[src/sv/ola_pkg.sv]
package ola_pkg;

  localparam int DEPTH  = 64;
  localparam int IDX_W  = $clog2(DEPTH);
  localparam int CNT_W  = $clog2(DEPTH + 1);
  localparam int POS_W  = 7;
  localparam int CAP_W  = 7;
  localparam int WORD_W = 32;
  localparam int FUNC_W = 3;
  localparam int STAT_W = 2;
  localparam int CMP_W  = (CNT_W > POS_W) ? CNT_W : POS_W;

  localparam logic [CAP_W-1:0] CAP_RESET = 7'd64;

  typedef enum logic [FUNC_W-1:0] {
    F_INSERT = 3'd0,
    F_APPEND = 3'd1,
    F_READ   = 3'd2,
    F_DELETE = 3'd3,
    F_EDIT   = 3'd4,
    F_CLEAR  = 3'd5
  } ola_func_e;

  typedef enum logic [STAT_W-1:0] {
    ST_DONE     = 2'd0,
    ST_BADIDX   = 2'd1,
    ST_OVERFLOW = 2'd2
  } ola_status_e;

  typedef enum logic [2:0] {
    S_IDLE,
    S_EXEC,
    S_SHIFT,
    S_DRAIN,
    S_PUT,
    S_READ
  } ola_state_e;

endpackage

[src/sv/ordered_array_list.sv]
// Ordered list of up to 64 signed 32-bit words held in a single-port-write,
// registered-read memory. A command beat is taken when start is high and busy
// is low; exactly one result follows, shown for one cycle with done_o high,
// and the receiver must capture it then because it cannot be held off. Read,
// edit, append, clear and failed commands, and inserts or deletes that move no
// entry, finish in the execute state or in the read or put state after it.
// Insert and delete move the later entries one per cycle through the memory:
// the shift state steps through them, a drain state writes the last one, and
// an insert then writes its new word in the put state. busy is low again in the
// cycle that shows the result, so the next command may start there. The user
// must write the capacity register with cfg_we_i only while no command is in
// flight; the block does not enforce this.
module ordered_array_list (
  input  logic                       clk_i,
  input  logic                       rst_ni,
  input  logic                       start,
  output logic                       busy,
  input  logic [ola_pkg::FUNC_W-1:0] func_i,
  input  logic [ola_pkg::POS_W-1:0]  position_i,
  input  logic signed [ola_pkg::WORD_W-1:0] word_in_i,
  input  logic                       cfg_we_i,
  input  logic [ola_pkg::CAP_W-1:0]  cfg_wdata_i,
  output logic                       done_o,
  output logic signed [ola_pkg::WORD_W-1:0] read_word_o,
  output logic [ola_pkg::STAT_W-1:0] status_o,
  output logic [ola_pkg::CNT_W-1:0]  occupancy_o,
  output logic                       is_empty_o,
  output logic                       is_full_o
);
  import ola_pkg::*;

  ola_state_e        state_q, state_d;
  ola_func_e         func_q, func_d;
  logic [POS_W-1:0]  pos_q, pos_d;
  logic [WORD_W-1:0] word_q, word_d;
  logic [CAP_W-1:0]  cap_q;
  logic [CNT_W-1:0]  cnt_q, cnt_d;
  logic [IDX_W-1:0]  rp_q, rp_d;
  logic              mv_q, mv_d;
  logic [IDX_W-1:0]  mv_addr_q, mv_addr_d;
  logic              done_q, done_d;
  logic [WORD_W-1:0] rw_q, rw_d;
  ola_status_e       st_q, st_d;
  logic              full_q, full_d;

  logic              mem_we;
  logic [IDX_W-1:0]  mem_waddr;
  logic [WORD_W-1:0] mem_wdata;
  logic [IDX_W-1:0]  mem_raddr;
  logic [WORD_W-1:0] mem_rdata;

  logic              fin;
  ola_status_e       fin_st;
  logic [WORD_W-1:0] fin_rw;

  logic [CMP_W-1:0]  cnt_x, pos_x, cap_x;
  logic              list_full;
  logic [IDX_W-1:0]  pos_idx;
  logic [IDX_W-1:0]  last_idx;

  assign cnt_x     = CMP_W'(cnt_q);
  assign pos_x     = CMP_W'(pos_q);
  assign cap_x     = CMP_W'(cap_q);
  assign list_full = (cnt_x >= cap_x) || (cnt_q == CNT_W'(DEPTH));
  assign pos_idx   = IDX_W'(pos_q);
  assign last_idx  = IDX_W'(cnt_q - CNT_W'(1));

  ola_store u_store (
    .clk_i   (clk_i),
    .we_i    (mem_we),
    .waddr_i (mem_waddr),
    .wdata_i (mem_wdata),
    .raddr_i (mem_raddr),
    .rdata_o (mem_rdata)
  );

  always_comb begin
    state_d   = state_q;
    func_d    = func_q;
    pos_d     = pos_q;
    word_d    = word_q;
    cnt_d     = cnt_q;
    rp_d      = rp_q;
    mv_d      = 1'b0;
    mv_addr_d = mv_addr_q;
    done_d    = 1'b0;
    rw_d      = rw_q;
    st_d      = st_q;
    full_d    = full_q;
    mem_we    = 1'b0;
    mem_waddr = mv_addr_q;
    mem_wdata = mem_rdata;
    mem_raddr = rp_q;
    fin       = 1'b0;
    fin_st    = ST_DONE;
    fin_rw    = '0;

    case (state_q)
      S_IDLE: begin
        if (start) begin
          func_d  = ola_func_e'(func_i);
          pos_d   = position_i;
          word_d  = word_in_i;
          state_d = S_EXEC;
        end
      end
      S_EXEC: begin
        case (func_q)
          F_INSERT: begin
            if (pos_x > cnt_x) begin
              fin    = 1'b1;
              fin_st = ST_BADIDX;
            end else if (list_full) begin
              fin    = 1'b1;
              fin_st = ST_OVERFLOW;
            end else if (pos_x < cnt_x) begin
              rp_d    = last_idx;
              state_d = S_SHIFT;
            end else begin
              state_d = S_PUT;
            end
          end
          F_APPEND: begin
            if (list_full) begin
              fin    = 1'b1;
              fin_st = ST_OVERFLOW;
            end else begin
              pos_d   = POS_W'(cnt_q);
              state_d = S_PUT;
            end
          end
          F_READ: begin
            mem_raddr = pos_idx;
            if (pos_x >= cnt_x) begin
              fin    = 1'b1;
              fin_st = ST_BADIDX;
              fin_rw = '1;
            end else begin
              state_d = S_READ;
            end
          end
          F_DELETE: begin
            if (pos_x >= cnt_x) begin
              fin    = 1'b1;
              fin_st = ST_BADIDX;
            end else if (pos_x + CMP_W'(1) < cnt_x) begin
              rp_d    = pos_idx + IDX_W'(1);
              state_d = S_SHIFT;
            end else begin
              cnt_d = cnt_q - CNT_W'(1);
              fin   = 1'b1;
            end
          end
          F_EDIT: begin
            if (pos_x >= cnt_x) begin
              fin    = 1'b1;
              fin_st = ST_BADIDX;
            end else begin
              mem_we    = 1'b1;
              mem_waddr = pos_idx;
              mem_wdata = word_q;
              fin       = 1'b1;
            end
          end
          F_CLEAR: begin
            cnt_d = '0;
            fin   = 1'b1;
          end
          default: begin
            fin = 1'b1;
          end
        endcase
      end
      S_SHIFT: begin
        mem_raddr = rp_q;
        mem_we    = mv_q;
        mv_d      = 1'b1;
        if (func_q == F_INSERT) begin
          mv_addr_d = rp_q + IDX_W'(1);
          if (rp_q == pos_idx) begin
            state_d = S_DRAIN;
          end else begin
            rp_d = rp_q - IDX_W'(1);
          end
        end else begin
          mv_addr_d = rp_q - IDX_W'(1);
          if (rp_q == last_idx) begin
            state_d = S_DRAIN;
          end else begin
            rp_d = rp_q + IDX_W'(1);
          end
        end
      end
      S_DRAIN: begin
        mem_we = mv_q;
        if (func_q == F_INSERT) begin
          state_d = S_PUT;
        end else begin
          cnt_d = cnt_q - CNT_W'(1);
          fin   = 1'b1;
        end
      end
      S_PUT: begin
        mem_we    = 1'b1;
        mem_waddr = pos_idx;
        mem_wdata = word_q;
        cnt_d     = cnt_q + CNT_W'(1);
        fin       = 1'b1;
      end
      S_READ: begin
        fin    = 1'b1;
        fin_rw = mem_rdata;
      end
      default: begin
        state_d = S_IDLE;
      end
    endcase

    if (fin) begin
      done_d  = 1'b1;
      st_d    = fin_st;
      rw_d    = fin_rw;
      full_d  = (CMP_W'(cnt_d) >= cap_x) || (cnt_d == CNT_W'(DEPTH));
      state_d = S_IDLE;
    end
  end

  always_ff @(posedge clk_i or negedge rst_ni) begin
    if (!rst_ni) begin
      state_q <= S_IDLE;
      cnt_q   <= '0;
      cap_q   <= CAP_RESET;
      mv_q    <= 1'b0;
      done_q  <= 1'b0;
    end else begin
      state_q <= state_d;
      cnt_q   <= cnt_d;
      mv_q    <= mv_d;
      done_q  <= done_d;
      if (cfg_we_i) begin
        cap_q <= cfg_wdata_i;
      end
    end
  end

  always_ff @(posedge clk_i) begin
    func_q    <= func_d;
    pos_q     <= pos_d;
    word_q    <= word_d;
    rp_q      <= rp_d;
    mv_addr_q <= mv_addr_d;
    rw_q      <= rw_d;
    st_q      <= st_d;
    full_q    <= full_d;
  end

  assign busy        = (state_q != S_IDLE);
  assign done_o      = done_q;
  assign read_word_o = rw_q;
  assign status_o    = st_q;
  assign occupancy_o = cnt_q;
  assign is_empty_o  = (cnt_q == '0);
  assign is_full_o   = full_q;

  a_done_single: assert property (@(posedge clk_i) disable iff (!rst_ni)
    done_o |=> !done_o)
    else $error("result strobe held for more than one cycle");

  a_cnt_range: assert property (@(posedge clk_i) disable iff (!rst_ni)
    cnt_q <= CNT_W'(DEPTH))
    else $error("occupancy beyond list depth");

  a_start_exec: assert property (@(posedge clk_i) disable iff (!rst_ni)
    (start && !busy) |=> (state_q == S_EXEC))
    else $error("accepted command did not reach execute");

  a_move_after_shift: assert property (@(posedge clk_i) disable iff (!rst_ni)
    mv_q |-> $past(state_q == S_SHIFT))
    else $error("pending move without a shift read");

  a_cnt_stable_idle: assert property (@(posedge clk_i) disable iff (!rst_ni)
    ($past(state_q == S_IDLE) && !$past(done_d)) |-> $stable(cnt_q))
    else $error("occupancy changed while idle");

endmodule

[src/sv/ola_store.sv]
module ola_store (
  input  logic                       clk_i,
  input  logic                       we_i,
  input  logic [ola_pkg::IDX_W-1:0]  waddr_i,
  input  logic [ola_pkg::WORD_W-1:0] wdata_i,
  input  logic [ola_pkg::IDX_W-1:0]  raddr_i,
  output logic [ola_pkg::WORD_W-1:0] rdata_o
);
  import ola_pkg::*;

  logic [WORD_W-1:0] mem [DEPTH];
  logic [WORD_W-1:0] rdata_q;

  always_ff @(posedge clk_i) begin
    if (we_i) begin
      mem[waddr_i] <= wdata_i;
    end
    rdata_q <= mem[raddr_i];
  end

  assign rdata_o = rdata_q;

endmodule

[config.mk]
export PLATFORM = sky130hd
export DESIGN_NAME = ordered_array_list
export DESIGN_NICKNAME = d
export VERILOG_FILES = /design/src/sv/ola_pkg.sv /design/src/sv/ordered_array_list.sv /design/src/sv/ola_store.sv
export SDC_FILE = /design/constraint.sdc
export NUM_CORES = 2
export LEC_CHECK = 0
export BUFFER_PORTS_ARGS = -buffer_cell sky130_fd_sc_hd__buf_2
export CAP_MARGIN = 15
export CORE_MARGIN = 10
export CORE_UTILIZATION = 50
export DETAILED_ROUTE_END_ITERATION = 12
export HOLD_SLACK_MARGIN = 0.1
export PLACE_DENSITY = 0.66
export SLEW_MARGIN = 40
export SYNTH_ARGS = -nofsm -noshare
export SYNTH_HDL_FRONTEND = slang
export SYNTH_HIERARCHICAL = 1
export SYNTH_SLANG_ARGS = --single-unit
export TNS_END_PERCENT = 100
[constraint.sdc]
create_clock -name clk_i -period 5.71 [get_ports clk_i]
set_input_delay 1.142 -clock clk_i [delete_from_list [all_inputs] [get_ports clk_i]]
set_output_delay 1.142 -clock clk_i [all_outputs]
set_load 0.02 [all_outputs]
==> results.cfg <==
[die]
dieHeight_microns = 432
die-area_sq_mm = 0.187
core-area_sq_mm = 0.169
die_x_microns = 432
io_pins = 98
initial_core_util_pct = 50.2
fp-row-count = 151

[clock_network]
h-tree-depth = 4
clk_path_buf_depth = 3
ctsHoldBuffers = 0
cts.sinks = 2188
postCtsSetupBuffers = 0
numCtsBuffers = 208
clock_latency_ns = 0.86
cts_tree = done
cts_root_buf = clkbuf_16
clk_pin_slew_worst_paths_ns = 0.06
postCtsResizedCells = 0

[drt]
vias = 41800
dr.pass1.iters = 6
ant_nets = 0
finalWirelength_microns = 216000
dr.first_iter.drc_count = 5234
viasPerCell = 6.32
drcViolationCount = 0
wl_per_cell_microns = 32.6

[synthesis]
syn_nets = 3990
synth_most_common_cell = edfxtp_1
synth_cell_types = 71
synth_top_cell_by_area = edfxtp_1
yosysWarnings = 6
seq_area_frac_synth_pct = 76.9
synthTopCellsByCount = 2137 x edfxtp_1, 544 x mux4_2, 168 x nor2_1
synthTopCellsByArea = edfxtp_1 76%, mux4_2 14%, mux2i_1 1.1%
ys.flop_type = edfxtp_1
synth_edf_count = 2137
avgSynthCellArea_sq_um = 21.7
synth_top_area_share_pct = 75.6
synth-async-reset-ratio_pct = 0.868
synth-seq-cells = 2188
syn_inst = 3903
synth_area_sq_mm = 0.0848

[run_status]
outcome = complete, no violations

[global_routing]
grt_max_degree = 65
grt_pass1_vias = 42200
gr-total-overflow = 0
grt_pass1_wl_microns = 310000
antenna_found_initial = 6
grt.total_usage_pct = 23.1

[power]
seqPwrFrac_pct = 41.1
combPwrFrac_pct = 33.7
power_frac_clock_pct = 25.2
switching_share_pct = 33.4
power.internal_w = 0.0357
p_total_w = 0.0535
vdd.ir_drop.worst_mv = 0.381
power.density_mw_per_mm2 = 553
leakage_nw = 31.0
p_sw_w = 0.0179

[sta]
finalWorstSetupSlack_ns = 0.884
final-setup-viol-count = 0
max_freq_mhz = 207
fin_setup_tns_ns = 0
worstMarginPinSlew_ns = 0.864
maxSlewViolCount = 0
post-route-period-util_pct = 84.5
rsz0062_at_grt = no
finClkSkew_ns = 0.0426
fin_crit_ns = 4.83
maxSlewHeadroom_pct = 42.4
hold_viol_final = 0

[setup_path]
cp-end-kind = flip-flop
cp.arrival_ns = 5.37
critical_path_class = reg2reg
cp-start-kind = flip-flop
cp_max_fo = 17
critical_path_required_ns = 6.25

[final_layout]
fillers = 12100
drive_gt1_share_pct = 29.7
multi_input_area_sq_mm = 0.0190
register_area_sq_mm = 0.0653
nets = 4320
areaGrowthSynthToFinish_pct = 14.1

[placed_design]
port_buffers = 97
gp_congestion = 0.875
dp_hpwl_microns = 126000
pre_cts_slack_ns = 0.866

[job]
max_cap_violations = 0

[min_path]
hold_class = in2async
-- state kept, by name, summed over array words and instances, names as in the netlist --
register	cells
is_full_o	1
mv_q	1
read_word_o	32
word_q	32
done_o	1
status_o	2
func_q	3
mv_addr_q	6
rp_q	6
state_q	3
cap_q	7
u_store/rdata_o	32
occupancy_o	7
pos_q	7
u_store/mem	2048
-- power by group through the flow --
stage               clock, W  combinational, W  sequential (W)
finish                0.0135            0.0181          0.0220
global placement           0            0.0177          0.0223
floorplan                  0            0.0109          0.0222
CTS                   0.0137            0.0180          0.0220
global route          0.0143            0.0192          0.0220
detailed placement         0            0.0180          0.0223
-- area by class of cell --
type                    instances  area share [%]
repair buffers                336            3.08
inverters                      29           0.115
clock inverters               100            1.02
clock buffers                 278            5.87
well taps                    2218            2.87
diodes                          2         0.00517
flip-flops and latches       2188            67.4
multi-input cells            1470            19.6
-- layer usage --
metal / global-route usage (%) / share of wire [%]
met1: 32.4 / 40
met5: 0 / 0
met3: 4.04 / 8.5
met2: 36.7 / 48
met4: 8.20 / 3.6
-- final timing paths --
path / start / end / slack [ns] / depth (start not counted)
min in group clk_i: word_in_i[30] / word_q[30] / 0.46 / 1
worst max-delay path: occupancy_o[4] / u_store/mem[55][14] / 0.88 / 10
worst min register to register: u_store/rdata_o[16] / read_word_o[16] / 0.53 / 1
max in group asynchronous: rst_ni / cap_q[6] / 5.07 / 1
worst max register to register: occupancy_o[4] / u_store/mem[55][14] / 0.88 / 10
worst min-delay path: rst_ni / state_q[1] / 0.26 / 1
-- worst max-delay path, cell delays in order (launching register included) --
cell      delay (ns)
dfrtp_1         0.55
inv_1           0.19
ha_1            0.34
and4_1          0.24
o21ai_1         0.14
o21a_1          0.31
a31oi_4         0.46
mux2_2          0.50
nand3b_1        0.67
nor2_4          0.86
buf_12          0.26
-- kinds of logic after synthesis --
group	count (synthesis)	share of synthesized area, %
muxes	684	16.2
buffers and inverters	245	1.34
adders and majority gates	35	0.513
and+or+nand+nor	368	1.99
DFF	2188	76.9
AOI/OAI and AO/OA	352	2.73
xor gates and xnor gates	31	0.320
-- metrics by stage --
step                utilization (%)  instance area (sq um)  cells  hold slack, ns
finish                         57.3                  96900   6621           0.265
global route                   57.3                  96800   6620           0.274
CTS                            57.2                  96800   6617           0.231
detailed placement             53.3                  90100   6239           0.517
global placement               53.3                  90100   6238           0.514
floorplan                         -                  84900   3903           0.496
-- placed cells by master (no fill, tap or decap), types with 55 or more instances in the layout --
cell	count
buf_12	55
buf_4	182
a21oi_1	95
mux4_2	544
clkbuf_16	210
o22ai_1	85
nor2_1	106
buf_2	98
nor2_4	62
edfxtp_1	2137
mux2i_1	97
nand2_1	74
Power figures use the tool's default switching activity.
